`config.mk`:
```
export PLATFORM = sky130hd
export DESIGN_NAME = bank_port_reservation_table
export DESIGN_NICKNAME = d
export VERILOG_FILES = /design/src/rtl/bprt_pkg.sv /design/src/rtl/bprt_slot_cell.sv /design/src/rtl/bank_port_reservation_table.sv
export VERILOG_INCLUDE_DIRS = /design/src /design/src/rtl
export SDC_FILE = /design/constraint.sdc
export NUM_CORES = 1
export LEC_CHECK = 0
export BUFFER_PORTS_ARGS = -buffer_cell sky130_fd_sc_hd__buf_4
export CAP_MARGIN = 30
export CORE_ASPECT_RATIO = 0.8
export CORE_MARGIN = 1.5
export CORE_UTILIZATION = 55
export CTS_CLUSTER_DIAMETER = 100
export DETAILED_ROUTE_END_ITERATION = 12
export GPL_TIMING_DRIVEN = 0
export HOLD_SLACK_MARGIN = 0.02
export PLACE_DENSITY = 0.71
export SETUP_SLACK_MARGIN = 0.3
export SKIP_LAST_GASP = 1
export SYNTH_ARGS = -nofsm -noshare
export SYNTH_HDL_FRONTEND = slang
export SYNTH_HIERARCHICAL = 1
export SYNTH_SLANG_ARGS = --single-unit
```
`constraint.sdc`:
```
create_clock -name clk -period 11.21 [get_ports clk]
set_clock_uncertainty 0.05 [all_clocks]
set_input_delay 0.5605 -clock clk [delete_from_list [all_inputs] [get_ports clk]]
set_output_delay 0.5605 -clock clk [all_outputs]
set_load 0.05 [all_outputs]
```
`src/rtl/bank_port_reservation_table_macros.svh`:
```
// ----------------------------------------------------------------------------
// bank port reservation table assertion macros
// shared property forms, used inside modules that have clk and rst_n
// ----------------------------------------------------------------------------
`ifndef BANK_PORT_RESERVATION_TABLE_MACROS_SVH
`define BANK_PORT_RESERVATION_TABLE_MACROS_SVH

// condition must hold at every edge outside reset
`define BPRT_ASSERT_ALWAYS(lbl, cond) \
    lbl: assert property (@(posedge clk) disable iff (!rst_n) (cond)) \
        else $error("bprt assertion failed");

// antecedent implies consequent in the same cycle
`define BPRT_ASSERT_IMPLIES(lbl, ante, cons) \
    lbl: assert property (@(posedge clk) disable iff (!rst_n) (ante) |-> (cons)) \
        else $error("bprt assertion failed");

// antecedent implies consequent in the next cycle
`define BPRT_ASSERT_NEXT(lbl, ante, cons) \
    lbl: assert property (@(posedge clk) disable iff (!rst_n) (ante) |=> (cons)) \
        else $error("bprt assertion failed");

`endif

```
`src/rtl/bprt_pkg.sv`:
```
// ----------------------------------------------------------------------------
// bprt_pkg
// types and codes shared by the reservation table and its slot cells
// ----------------------------------------------------------------------------
package bprt_pkg;

    // width of one port use count
    localparam int CNT_W  = 4;
    // width of the pending read count
    localparam int PEND_W = 6;

    // request modes
    localparam logic [2:0] MODE_TICK        = 3'd0;
    localparam logic [2:0] MODE_READ_CHECK  = 3'd1;
    localparam logic [2:0] MODE_READ_ALLOC  = 3'd2;
    localparam logic [2:0] MODE_WRITE_CHECK = 3'd3;
    localparam logic [2:0] MODE_WRITE_ALLOC = 3'd4;

    // configuration register indexes
    localparam logic [1:0] CFG_READ_PORTS       = 2'd0;
    localparam logic [1:0] CFG_WRITE_PORTS      = 2'd1;
    localparam logic [1:0] CFG_UNLIMITED_READS  = 2'd2;
    localparam logic [1:0] CFG_UNLIMITED_WRITES = 2'd3;

    // input item
    typedef struct packed {
        logic [2:0]        mode;
        logic [1:0]        bank;
        logic [2:0]        first_slot;
        logic [2:0]        end_slot;
        logic [PEND_W-1:0] read_count;
    } bprt_in_t;

    // result item
    typedef struct packed {
        logic granted;
        logic error;
    } bprt_out_t;

    // control broadcast to every slot cell
    typedef struct packed {
        logic             tick;
        logic             commit;
        logic             is_read;
        logic [1:0]       bank;
        logic [2:0]       first_slot;
        logic [2:0]       end_slot;
        logic [CNT_W-1:0] rd_limit;
        logic [CNT_W-1:0] wr_limit;
    } bprt_ctrl_t;

    // request token handed from cell to cell
    typedef struct packed {
        logic              vld;
        logic [PEND_W-1:0] pending;
        logic              hit;
    } bprt_token_t;

endpackage

```
`src/rtl/bprt_slot_cell.sv`:
```
// ----------------------------------------------------------------------------
// bprt_slot_cell
// one time slot of every bank: read and write port use counts, greedy fill
// step for a passing token, shift from the upper neighbor on tick
// ----------------------------------------------------------------------------
module bprt_slot_cell
    import bprt_pkg::*;
#(
    parameter int BANK_COUNT = 4,
    parameter int SLOT       = 0
)
(
    input  logic                               clk,
    input  logic                               rst_n,
    input  bprt_ctrl_t                         ctrl,
    input  bprt_token_t                        tok_in,
    output bprt_token_t                        tok_out,
    input  logic [BANK_COUNT-1:0][CNT_W-1:0]   up_rd,
    input  logic [BANK_COUNT-1:0][CNT_W-1:0]   up_wr,
    output logic [BANK_COUNT-1:0][CNT_W-1:0]   rd_use,
    output logic [BANK_COUNT-1:0][CNT_W-1:0]   wr_use
);

    localparam int BANK_W = (BANK_COUNT > 1) ? $clog2(BANK_COUNT) : 1;

    logic [BANK_COUNT-1:0][CNT_W-1:0] rd_reg, rd_next;
    logic [BANK_COUNT-1:0][CNT_W-1:0] wr_reg, wr_next;
    bprt_token_t                      tok_reg, tok_next;
    logic [CNT_W-1:0]                 take_reg, take_next;
    logic                             wtake_reg, wtake_next;

    logic [BANK_W-1:0] bidx;
    logic [CNT_W-1:0]  cur_rd;
    logic [CNT_W-1:0]  cur_wr;
    logic [CNT_W-1:0]  free_ports;
    logic [CNT_W-1:0]  take;
    logic              in_window;
    logic              wr_match;
    logic              wr_room;

    // addressed bank counts
    assign bidx   = BANK_W'(ctrl.bank);
    assign cur_rd = rd_reg[bidx];
    assign cur_wr = wr_reg[bidx];

    // slot position against the request
    assign in_window = (SLOT >= int'(ctrl.first_slot)) && (SLOT < int'(ctrl.end_slot));
    assign wr_match  = (SLOT == int'(ctrl.first_slot));
    assign wr_room   = (cur_wr < ctrl.wr_limit);

    // greedy fill step
    assign free_ports = (cur_rd < ctrl.rd_limit) ? (ctrl.rd_limit - cur_rd) : '0;
    assign take = (tok_in.pending < {{(PEND_W-CNT_W){1'b0}}, free_ports}) ?
                  tok_in.pending[CNT_W-1:0] : free_ports;

    // token update and tentative claims
    always_comb
    begin
        tok_next   = tok_in;
        take_next  = take_reg;
        wtake_next = wtake_reg;
        if (tok_in.vld)
        begin
            take_next  = '0;
            wtake_next = 1'b0;
            if (ctrl.is_read)
            begin
                if (in_window)
                begin
                    take_next        = take;
                    tok_next.pending = tok_in.pending - {{(PEND_W-CNT_W){1'b0}}, take};
                end
            end
            else if (wr_match && wr_room)
            begin
                wtake_next   = 1'b1;
                tok_next.hit = 1'b1;
            end
        end
    end

    // count update: shift on tick, add claims on commit
    always_comb
    begin
        rd_next = rd_reg;
        wr_next = wr_reg;
        if (ctrl.tick)
        begin
            rd_next = up_rd;
            wr_next = up_wr;
        end
        else if (ctrl.commit)
        begin
            if (ctrl.is_read)
            begin
                rd_next[bidx] = cur_rd + take_reg;
            end
            else if (wtake_reg)
            begin
                wr_next[bidx] = cur_wr + CNT_W'(1);
            end
        end
    end

    always_ff @(posedge clk or negedge rst_n)
    begin
        if (!rst_n)
        begin
            rd_reg  <= '0;
            wr_reg  <= '0;
            tok_reg <= '0;
        end
        else
        begin
            rd_reg  <= rd_next;
            wr_reg  <= wr_next;
            tok_reg <= tok_next;
        end
    end

    // claims are payload, rewritten by every token
    always_ff @(posedge clk)
    begin
        take_reg  <= take_next;
        wtake_reg <= wtake_next;
    end

    assign tok_out = tok_reg;
    assign rd_use  = rd_reg;
    assign wr_use  = wr_reg;

endmodule

```
`src/rtl/bank_port_reservation_table.sv`:
```
// ----------------------------------------------------------------------------
// bank_port_reservation_table
// per-bank read and write port reservations over a window of future slots,
// kept in a row of slot cells that a request token walks through
// ----------------------------------------------------------------------------
//  channel  | signals                          | direction
//  ---------+----------------------------------+------------------------------
//  in       | in_valid, in_ready, in_data      | request item into the block
//  out      | out_valid, out_ready, out_data   | granted / error result out
//  cfg      | cfg_valid, cfg_ready, cfg_index, | register writes, always ready
//           | cfg_data                         |
//
//  tick, unlimited modes, bank out of range and unused modes: result is
//  registered the cycle after the transfer, next request taken right away.
//  read and write requests: the token starts from start_reg and walks all
//  WINDOW_SLOTS cells, one per cycle; the result is registered when it leaves
//  the last cell, where an allocate commits, or held while the output is full.
//  one request in flight; in_ready is low while a token walks the row or a
//  result waits for a full output register.
//  reset clears all counts, registers to 1, 1, 0, 0; no clearing pass.
// ----------------------------------------------------------------------------
`include "bank_port_reservation_table_macros.svh"

module bank_port_reservation_table
    import bprt_pkg::*;
#(
    parameter int BANK_COUNT   = 4,
    parameter int WINDOW_SLOTS = 8,
    parameter int MAX_PORTS    = 8
)
(
    input  logic       clk,
    input  logic       rst_n,
    input  logic       in_valid,
    output logic       in_ready,
    input  bprt_in_t   in_data,
    output logic       out_valid,
    input  logic       out_ready,
    output bprt_out_t  out_data,
    input  logic       cfg_valid,
    output logic       cfg_ready,
    input  logic [1:0] cfg_index,
    input  logic [3:0] cfg_data
);

    localparam logic [1:0] ST_IDLE = 2'd0;
    localparam logic [1:0] ST_RUN  = 2'd1;
    localparam logic [1:0] ST_WAIT = 2'd2;

    logic [1:0]       state_reg, state_next;
    logic             start_reg, start_next;
    bprt_in_t         req_reg, req_next;
    bprt_out_t        res_reg, res_next;
    logic             out_valid_reg, out_valid_next;
    bprt_out_t        out_reg, out_next;
    logic [CNT_W-1:0] read_ports_reg;
    logic [CNT_W-1:0] write_ports_reg;
    logic             unl_reads_reg;
    logic             unl_writes_reg;

    logic                             in_xfer;
    logic                             out_free;
    logic                             bank_ok;
    logic                             imm;
    bprt_out_t                        imm_res;
    logic                             req_is_read;
    logic                             req_alloc;
    logic                             fits;
    logic                             exit_vld;
    bprt_out_t                        chain_res;
    bprt_ctrl_t                       ctrl;
    bprt_token_t                      tok_chain [WINDOW_SLOTS+1];
    logic [BANK_COUNT-1:0][CNT_W-1:0] rd_use [WINDOW_SLOTS];
    logic [BANK_COUNT-1:0][CNT_W-1:0] wr_use [WINDOW_SLOTS];
    logic [WINDOW_SLOTS-1:0]          tok_vld_vec;

    // handshakes
    assign out_free  = !out_valid_reg || out_ready;
    assign in_ready  = (state_reg == ST_IDLE) && out_free;
    assign in_xfer   = in_valid && in_ready;
    assign cfg_ready = 1'b1;
    assign out_valid = out_valid_reg;
    assign out_data  = out_reg;

    // configuration registers
    always_ff @(posedge clk or negedge rst_n)
    begin
        if (!rst_n)
        begin
            read_ports_reg  <= CNT_W'(1);
            write_ports_reg <= CNT_W'(1);
            unl_reads_reg   <= 1'b0;
            unl_writes_reg  <= 1'b0;
        end
        else if (cfg_valid && cfg_ready)
        begin
            case (cfg_index)
                CFG_READ_PORTS:       read_ports_reg  <= cfg_data;
                CFG_WRITE_PORTS:      write_ports_reg <= cfg_data;
                CFG_UNLIMITED_READS:  unl_reads_reg   <= cfg_data[0];
                CFG_UNLIMITED_WRITES: unl_writes_reg  <= cfg_data[0];
                default:              ;
            endcase
        end
    end

    // requests answered without walking the row
    assign bank_ok = int'(in_data.bank) < BANK_COUNT;

    always_comb
    begin
        imm     = 1'b1;
        imm_res = '0;
        case (in_data.mode)
            MODE_TICK:
            begin
                imm_res.granted = 1'b1;
            end
            MODE_READ_CHECK, MODE_READ_ALLOC:
            begin
                if (unl_reads_reg)
                begin
                    imm_res.granted = 1'b1;
                end
                else if (!bank_ok)
                begin
                    imm_res.error = (in_data.mode == MODE_READ_ALLOC);
                end
                else
                begin
                    imm = 1'b0;
                end
            end
            MODE_WRITE_CHECK, MODE_WRITE_ALLOC:
            begin
                if (unl_writes_reg)
                begin
                    imm_res.granted = 1'b1;
                end
                else if (!bank_ok)
                begin
                    imm_res.error = (in_data.mode == MODE_WRITE_ALLOC);
                end
                else
                begin
                    imm = 1'b0;
                end
            end
            default:
            begin
                imm_res = '0;
            end
        endcase
    end

    // held request decode
    assign req_is_read = (req_reg.mode == MODE_READ_CHECK) ||
                         (req_reg.mode == MODE_READ_ALLOC);
    assign req_alloc   = (req_reg.mode == MODE_READ_ALLOC) ||
                         (req_reg.mode == MODE_WRITE_ALLOC);

    // token leaving the last cell
    assign exit_vld          = tok_chain[WINDOW_SLOTS].vld;
    assign fits              = req_is_read ? (tok_chain[WINDOW_SLOTS].pending == '0) :
                                             tok_chain[WINDOW_SLOTS].hit;
    assign chain_res.granted = fits;
    assign chain_res.error   = req_alloc && !fits;

    // control broadcast to the cells
    always_comb
    begin
        ctrl.tick       = in_xfer && (in_data.mode == MODE_TICK);
        ctrl.commit     = exit_vld && req_alloc && fits;
        ctrl.is_read    = req_is_read;
        ctrl.bank       = req_reg.bank;
        ctrl.first_slot = req_reg.first_slot;
        ctrl.end_slot   = req_reg.end_slot;
        ctrl.rd_limit   = (int'(read_ports_reg) < MAX_PORTS) ? read_ports_reg :
                                                               CNT_W'(MAX_PORTS);
        ctrl.wr_limit   = (int'(write_ports_reg) < MAX_PORTS) ? write_ports_reg :
                                                                CNT_W'(MAX_PORTS);
    end

    // token enters the first cell
    always_comb
    begin
        tok_chain[0].vld     = start_reg;
        tok_chain[0].pending = req_reg.read_count;
        tok_chain[0].hit     = 1'b0;
    end

    // row of slot cells
    for (genvar s = 0; s < WINDOW_SLOTS; s++)
    begin : g_cell
        logic [BANK_COUNT-1:0][CNT_W-1:0] up_rd;
        logic [BANK_COUNT-1:0][CNT_W-1:0] up_wr;

        if (s == WINDOW_SLOTS - 1)
        begin : g_top
            assign up_rd = '0;
            assign up_wr = '0;
        end
        else
        begin : g_mid
            assign up_rd = rd_use[s+1];
            assign up_wr = wr_use[s+1];
        end

        bprt_slot_cell #(
            .BANK_COUNT (BANK_COUNT),
            .SLOT       (s)
        ) u_cell (
            .clk     (clk),
            .rst_n   (rst_n),
            .ctrl    (ctrl),
            .tok_in  (tok_chain[s]),
            .tok_out (tok_chain[s+1]),
            .up_rd   (up_rd),
            .up_wr   (up_wr),
            .rd_use  (rd_use[s]),
            .wr_use  (wr_use[s])
        );

        assign tok_vld_vec[s] = tok_chain[s+1].vld;
    end

    // sequencer and output register
    always_comb
    begin
        state_next     = state_reg;
        start_next     = 1'b0;
        req_next       = req_reg;
        res_next       = res_reg;
        out_valid_next = out_valid_reg;
        out_next       = out_reg;
        if (out_valid_reg && out_ready)
        begin
            out_valid_next = 1'b0;
        end
        case (state_reg)
            ST_IDLE:
            begin
                if (in_xfer)
                begin
                    req_next = in_data;
                    if (imm)
                    begin
                        out_valid_next = 1'b1;
                        out_next       = imm_res;
                    end
                    else
                    begin
                        state_next = ST_RUN;
                        start_next = 1'b1;
                    end
                end
            end
            ST_RUN:
            begin
                if (exit_vld)
                begin
                    res_next = chain_res;
                    if (out_free)
                    begin
                        out_valid_next = 1'b1;
                        out_next       = chain_res;
                        state_next     = ST_IDLE;
                    end
                    else
                    begin
                        state_next = ST_WAIT;
                    end
                end
            end
            ST_WAIT:
            begin
                if (out_free)
                begin
                    out_valid_next = 1'b1;
                    out_next       = res_reg;
                    state_next     = ST_IDLE;
                end
            end
            default:
            begin
                state_next = ST_IDLE;
            end
        endcase
    end

    always_ff @(posedge clk or negedge rst_n)
    begin
        if (!rst_n)
        begin
            state_reg     <= ST_IDLE;
            start_reg     <= 1'b0;
            out_valid_reg <= 1'b0;
        end
        else
        begin
            state_reg     <= state_next;
            start_reg     <= start_next;
            out_valid_reg <= out_valid_next;
        end
    end

    // payload registers
    always_ff @(posedge clk)
    begin
        req_reg <= req_next;
        res_reg <= res_next;
        out_reg <= out_next;
    end

    // at most one token in the row
    `BPRT_ASSERT_ALWAYS(a_one_token, $onehot0({start_reg, tok_vld_vec}))
    // a token only leaves the row while the sequencer runs
    `BPRT_ASSERT_IMPLIES(a_exit_in_run, exit_vld, state_reg == ST_RUN)
    // waiting for the output means a result is still held there
    `BPRT_ASSERT_IMPLIES(a_wait_full, state_reg == ST_WAIT, out_valid_reg)
    // an error result is never also a grant
    `BPRT_ASSERT_IMPLIES(a_err_no_grant, out_valid_reg, !(out_reg.granted && out_reg.error))
    // a commit is followed by a presented or held result
    `BPRT_ASSERT_NEXT(a_commit_result, ctrl.commit, out_valid_reg || state_reg == ST_WAIT)

endmodule

```
; ---- Word-level counts from Yosys, hierarchy flattened
; Index checks and enable logic that the tools add are counted.
; Widths: inputs -> output; s select.
[word_totals]
wordCells = 477
regBits = 391
in_bits = 28
output_inout_bits = 5
[op_classes]
mux = 193
reduce_logical = 70
eq_ne = 26
order_cmp = 40
add_sub_neg = 29
[ops]
columns = cell, count
row1 = $mux 16, 56
row2 = $bwmux 16, 16
row3 = $mux 4, 33
row4 = $bmux 4 s2, 16
row5 = $mux 6, 14
row6 = $lt 4x4->1, 15
row7 = $mux 7, 7
row8 = $lt 6x4->1, 7
row9 = $sub 6x4->6, 7
row10 = $mux 1, 35
row11 = $add 4x1->4 const B, 8
row12 = $add 4x4->4, 7
row13 = $reduce_and 2->1, 14
row14 = $sub 4x4->4, 7
row15 = $reduce_and 3->1, 8
row16 = $logic_and 1x1->1, 23
row17 = $mux 2, 10
row18 = $reduce_bool 2->1, 10
row19 = $eq 3x3->1 const A, 4
row20 = $pmux 2 s3, 2
row21 = $ne 2x2->1 const B, 5
row22 = $eq 3x2->1 const B, 3
row23 = $ge 3x3->1 const A, 3
row24 = $lt 3x3->1 const A, 3
row25 = other kinds (26), 45

; ---- Logic depth before layout (Yosys ltp)
[logic_depth]
ltp_word = 10
mapped_depth = 21
ltp_nobuf = 20

; ---- Modules after synthesis
; The synthesis kept the hierarchy.
[modules_own_cells]
columns = mod, area_per_inst_um2, cells_each, n_inst, seq_area_each_um2
row1 = bprt_slot_cell at g_cell[0].u_cell, 3045.4, 299, 1, 1151.1
row2 = bprt_slot_cell at g_cell[2].u_cell, 3029.2, 298, 1, 1151.1
row3 = bprt_slot_cell at g_cell[4].u_cell, 3007.9, 301, 1, 1151.1
row4 = bprt_slot_cell at g_cell[3].u_cell, 2991.6, 297, 1, 1151.1
row5 = bprt_slot_cell at g_cell[6].u_cell, 2981.6, 299, 1, 1151.1
row6 = bprt_slot_cell at g_cell[5].u_cell, 2965.3, 296, 1, 1151.1
row7 = bprt_slot_cell at g_cell[1].u_cell, 2956.6, 300, 1, 1151.1
row8 = bprt_slot_cell at g_cell[7].u_cell, 1924.3, 157, 1, 1031.0
row9 = bank_port_reservation_table, 1594.0, 117, 1, 983.4

; ---- Least setup slack after synthesis
; Ideal clock, no wire load.
[synth_path]
kind = register to register
from = reg req_reg (netlist bit ctrl[14])
to = reg g_cell[1].u_cell.tok_reg (netlist bit g_cell[1].u_cell/tok_out[6])
stages_incl_launch_ff = 21
arrival_time_ns = 5.227
slack_ns = 5.786
setup_time_ns = 0.147
path_buffers = 3
required_time_ns = 11.013
period_less_slack_ns = 5.424
cell_sequence = edfxtp_1 > buf_2 > buf_2 > mux4_2 > ha_1 > fa_1 > nor2b_1 > o21ai_0 > nand2_1 > o21ai_0 > ha_1 > or3_4 > a2111oi_0 > a211o_1 > buf_6 > mux2i_1 > ha_1 > a21oi_1 > o21ai_0 > a2111oi_0 > xor2_1
[synth_lines]
columns = item, line
row1 = from (decl), bank_port_reservation_table.sv:52  ; bprt_in_t req_reg, req_next;
row2 = from (signal assigned), bank_port_reservation_table.sv:310  ; req_reg <= req_next;
row3 = to (signal assigned), bprt_slot_cell.sv:117  ; tok_reg <= tok_next;
row4 = to (decl), bprt_slot_cell.sv:28  ; bprt_token_t tok_reg, tok_next;

==> results_dict.tcl <==
set metrics [dict create \
    status "finished clean" \
    synthTopCellsByCount "dfrtp_1, nand2_1, o21ai_0" \
    finalPower_mw 7.41 \
    antenna_found_initial 1 \
    wire_per_inst_um 21.3 \
    die_w_um 239 \
    nets 2675 \
    grt_pass1_vias 19077 \
    rsz0062_at_grt "false" \
    dp_hpwl_um 49500 \
    ant_nets 0 \
    antenna_cells 0 \
    final.fill_count 3630 \
    ys.flop_type "dfrtp_1" \
    hold_class "in -> reg" \
    tightestPinTransition_ps 1050 \
    tritoncts "yes" \
    period_needed_ps 6540 \
    r2r_start "ctrl[15]$_DFFE_PP_" \
    ys_seq_area_frac 0.411 \
    setup-tns-final_ps 0 \
    viasPerCell 6.33 \
    max_freq_ghz 0.153 \
    synth_edf_count 57 \
    postCtsHoldBufs 1 \
    synth.avg_cell_area_um2 10.4 \
    crit_required_ps 11570 \
    synth_most_common_cell "dfrtp_1" \
    multi_input_area_um2 13500 \
    rows 68 \
    die_y_um 192 \
    combPwrFrac 0.485 \
    switching_share 0.409 \
    drive_gt1_frac 0.120 \
    syn2layout_area_growth_pct 11.4 \
    cp-end-kind "register" \
    clockBufferDepth 3 \
    yosysTopAreaCell "dfrtp_1" \
    cts_buffers 43 \
    track_usage 0.293 \
    drc 0 \
    pwr-share-clk 0.200 \
    slew_viol_final 0 \
    grt_max_degree 117 \
    path_clk_slew_ps 60 \
    first_iter_violations 2368 \
    num_vias 19694 \
    io_buffers 31 \
    die_area_um2 45800 \
    clock_latency_ps 580 \
    netlist_top_cells_area "dfrtp_1, ha_1, edfxtp_1, mux4_2, nand2_1" \
    register_area_um2 10100 \
    place.gp.congestion 0.914 \
    drtPass1Iterations 9 \
    ys_ff_latch 391 \
    wirelength_um 66200 \
    ir_drop_uv 183 \
    start_util 0.562 \
    start_kind "register" \
    cts.htree.levels 2 \
    holdCritStartpoint "in_data[1]" \
    syn_inst 2364 \
    seqPwrFrac 0.315 \
    ys_async_sr_fraction 0.854 \
    pin_count 33 \
    p_switching_mw 3.03 \
    powerDensity_nw_per_um2 271 \
    post_cts.repair.setup_buffers 0 \
    maxCapViolCount 0 \
    worstPathArrival_ps 6900 \
    startpoint "ctrl[15]$_DFFE_PP_" \
    setup_violations 0 \
    cts_resized 0 \
    p_int_mw 4.38 \
    root_buffer "clkbuf_16" \
    relSlewSlack 0.297 \
    path_class "reg -> reg" \
    synth.distinct_cells 95 \
    fp.coreArea_um2 43600 \
    yosys.area.top_type_share 0.339 \
    final_hold_viol_count 0 \
    finalCritPeriodShare 0.583 \
    grt_overflow 0 \
    placed_area_um2 25800 \
    synth_area_um2 24500 \
    p_leak_nw 11.8 \
    crit_fanout 20 \
    cts_num_sinks 391 \
    yosys_warnings 6 \
    grt_pass1_wl_um 105000 \
    final_cell_area_um2 27300 \
]
-- per-stage QoR --
stage | utilization | setup WS [ps] | cells | hold slack, ps
after detailed placement | 0.592 | 4660 | 3032 | 286
after global routing | 0.627 | 4230 | 3112 | 87.1
final | 0.627 | 4670 | 3112 | 109
after floorplan | - | 5790 | 2396 | 215
after CTS | 0.627 | 4630 | 3111 | 80.0
after global placement | 0.588 | 2760 | 3022 | 284
-- worst paths after layout --
check / end / depth (start not counted) / slack, ps
setup / recovery: g_cell[6].u_cell/tok_out[6]$_DFF_PN0_ / 19 / 4670
hold / removal: req_reg[1]$_DFFE_PP_ / 1 / 110
setup reg to reg: g_cell[6].u_cell/tok_out[6]$_DFF_PN0_ / 19 / 4670
hold reg to reg: g_cell[7].u_cell/tok_out[6]$_DFF_PN0_ / 0 / 300
max in group asynchronous: g_cell[1].u_cell/wr_use[3]$_DFFE_PN0P_ / 4 / 9260
min in group asynchronous: g_cell[0].u_cell/tok_out[1]$_DFF_PN0_ / 2 / 490
-- power groups by stage --
stage	Sequential [mW]	Combinational (mW)	Clock (mW)
2_1_floorplan	2.18	2.70	0
3_3_place_gp	2.34	3.31	0
3_5_place_dp	2.34	3.50	0
4_1_cts	2.33	3.53	1.51
5_1_grt	2.38	3.96	1.57
6_report	2.34	3.59	1.48
-- cell type report --
class | instances | area share
clock buffers | 63 | 0.0482
repair buffers | 43 | 0.0164
plain buffers | 111 | 0.0189
inverters | 146 | 0.0201
clock inverters | 15 | 0.00582
well taps | 595 | 0.0273
flip-flops and latches | 391 | 0.369
multi-input cells | 1748 | 0.494
-- routing by layer --
metal | wire [um] | GRT usage | vias up
met5 | 11 | 0 | -
met1 | 30400 | 0.442 | 9789
met2 | 28600 | 0.429 | 840
met3 | 5930 | 0.0668 | 106
li1 | - | - | 8957
met4 | 1160 | 0.0621 | 2
-- critical path, cell delays in order, from the launching register on --
cell       delay, ps
edfxtp_1         810
buf_16           250
clkbuf_1         410
buf_2            340
mux4_2           370
inv_1            170
ha_1             290
nor2b_1          140
o21ai_0          240
nand4_1          180
a21o_1           190
ha_1             300
a2111oi_2        750
nand3_1          210
and2_1           210
ha_1             310
a21oi_1          140
o21ai_0          150
a2111oi_0        700
xor2_1           120
-- kinds of logic (layout without fill, tap and decap cells) --
logic type               count (synthesis)  count (layout)  synth area share
AO/OA/AOI/OAI                          693             693             0.195
XOR/XNOR                                60              60            0.0257
adder cells (fa/ha/maj)                163             163            0.0897
buffers and inverters                  257             378            0.0435
flip-flops                             391             391             0.411
multiplexers                           191             191             0.113
other                                    2              34          0.000307
AND/OR/NAND/NOR                        607             607             0.122
-- layout by cell type, fill, tap and decap left out, types with 29 or more instances in the layout --
cell	synthesis	final
buf_4	2	35
nor3_1	37	37
ha_1	142	142
clkbuf_16	0	46
nand3_1	50	50
edfxtp_1	57	57
xor2_1	29	29
nor2_1	74	73
nor2b_1	32	31
mux4_2	51	51
clkbuf_1	78	85
a21oi_1	112	112
o21ai_1	48	48
nand2_1	262	262
and2_1	40	40
mux2_2	40	40
inv_1	146	146
a22oi_1	86	86
a21o_1	76	76
o21ai_0	179	179
mux2i_1	85	85
conb_1	2	34
dfrtp_1	332	332
No activity file was read; power rests on OpenSTA's default activity.
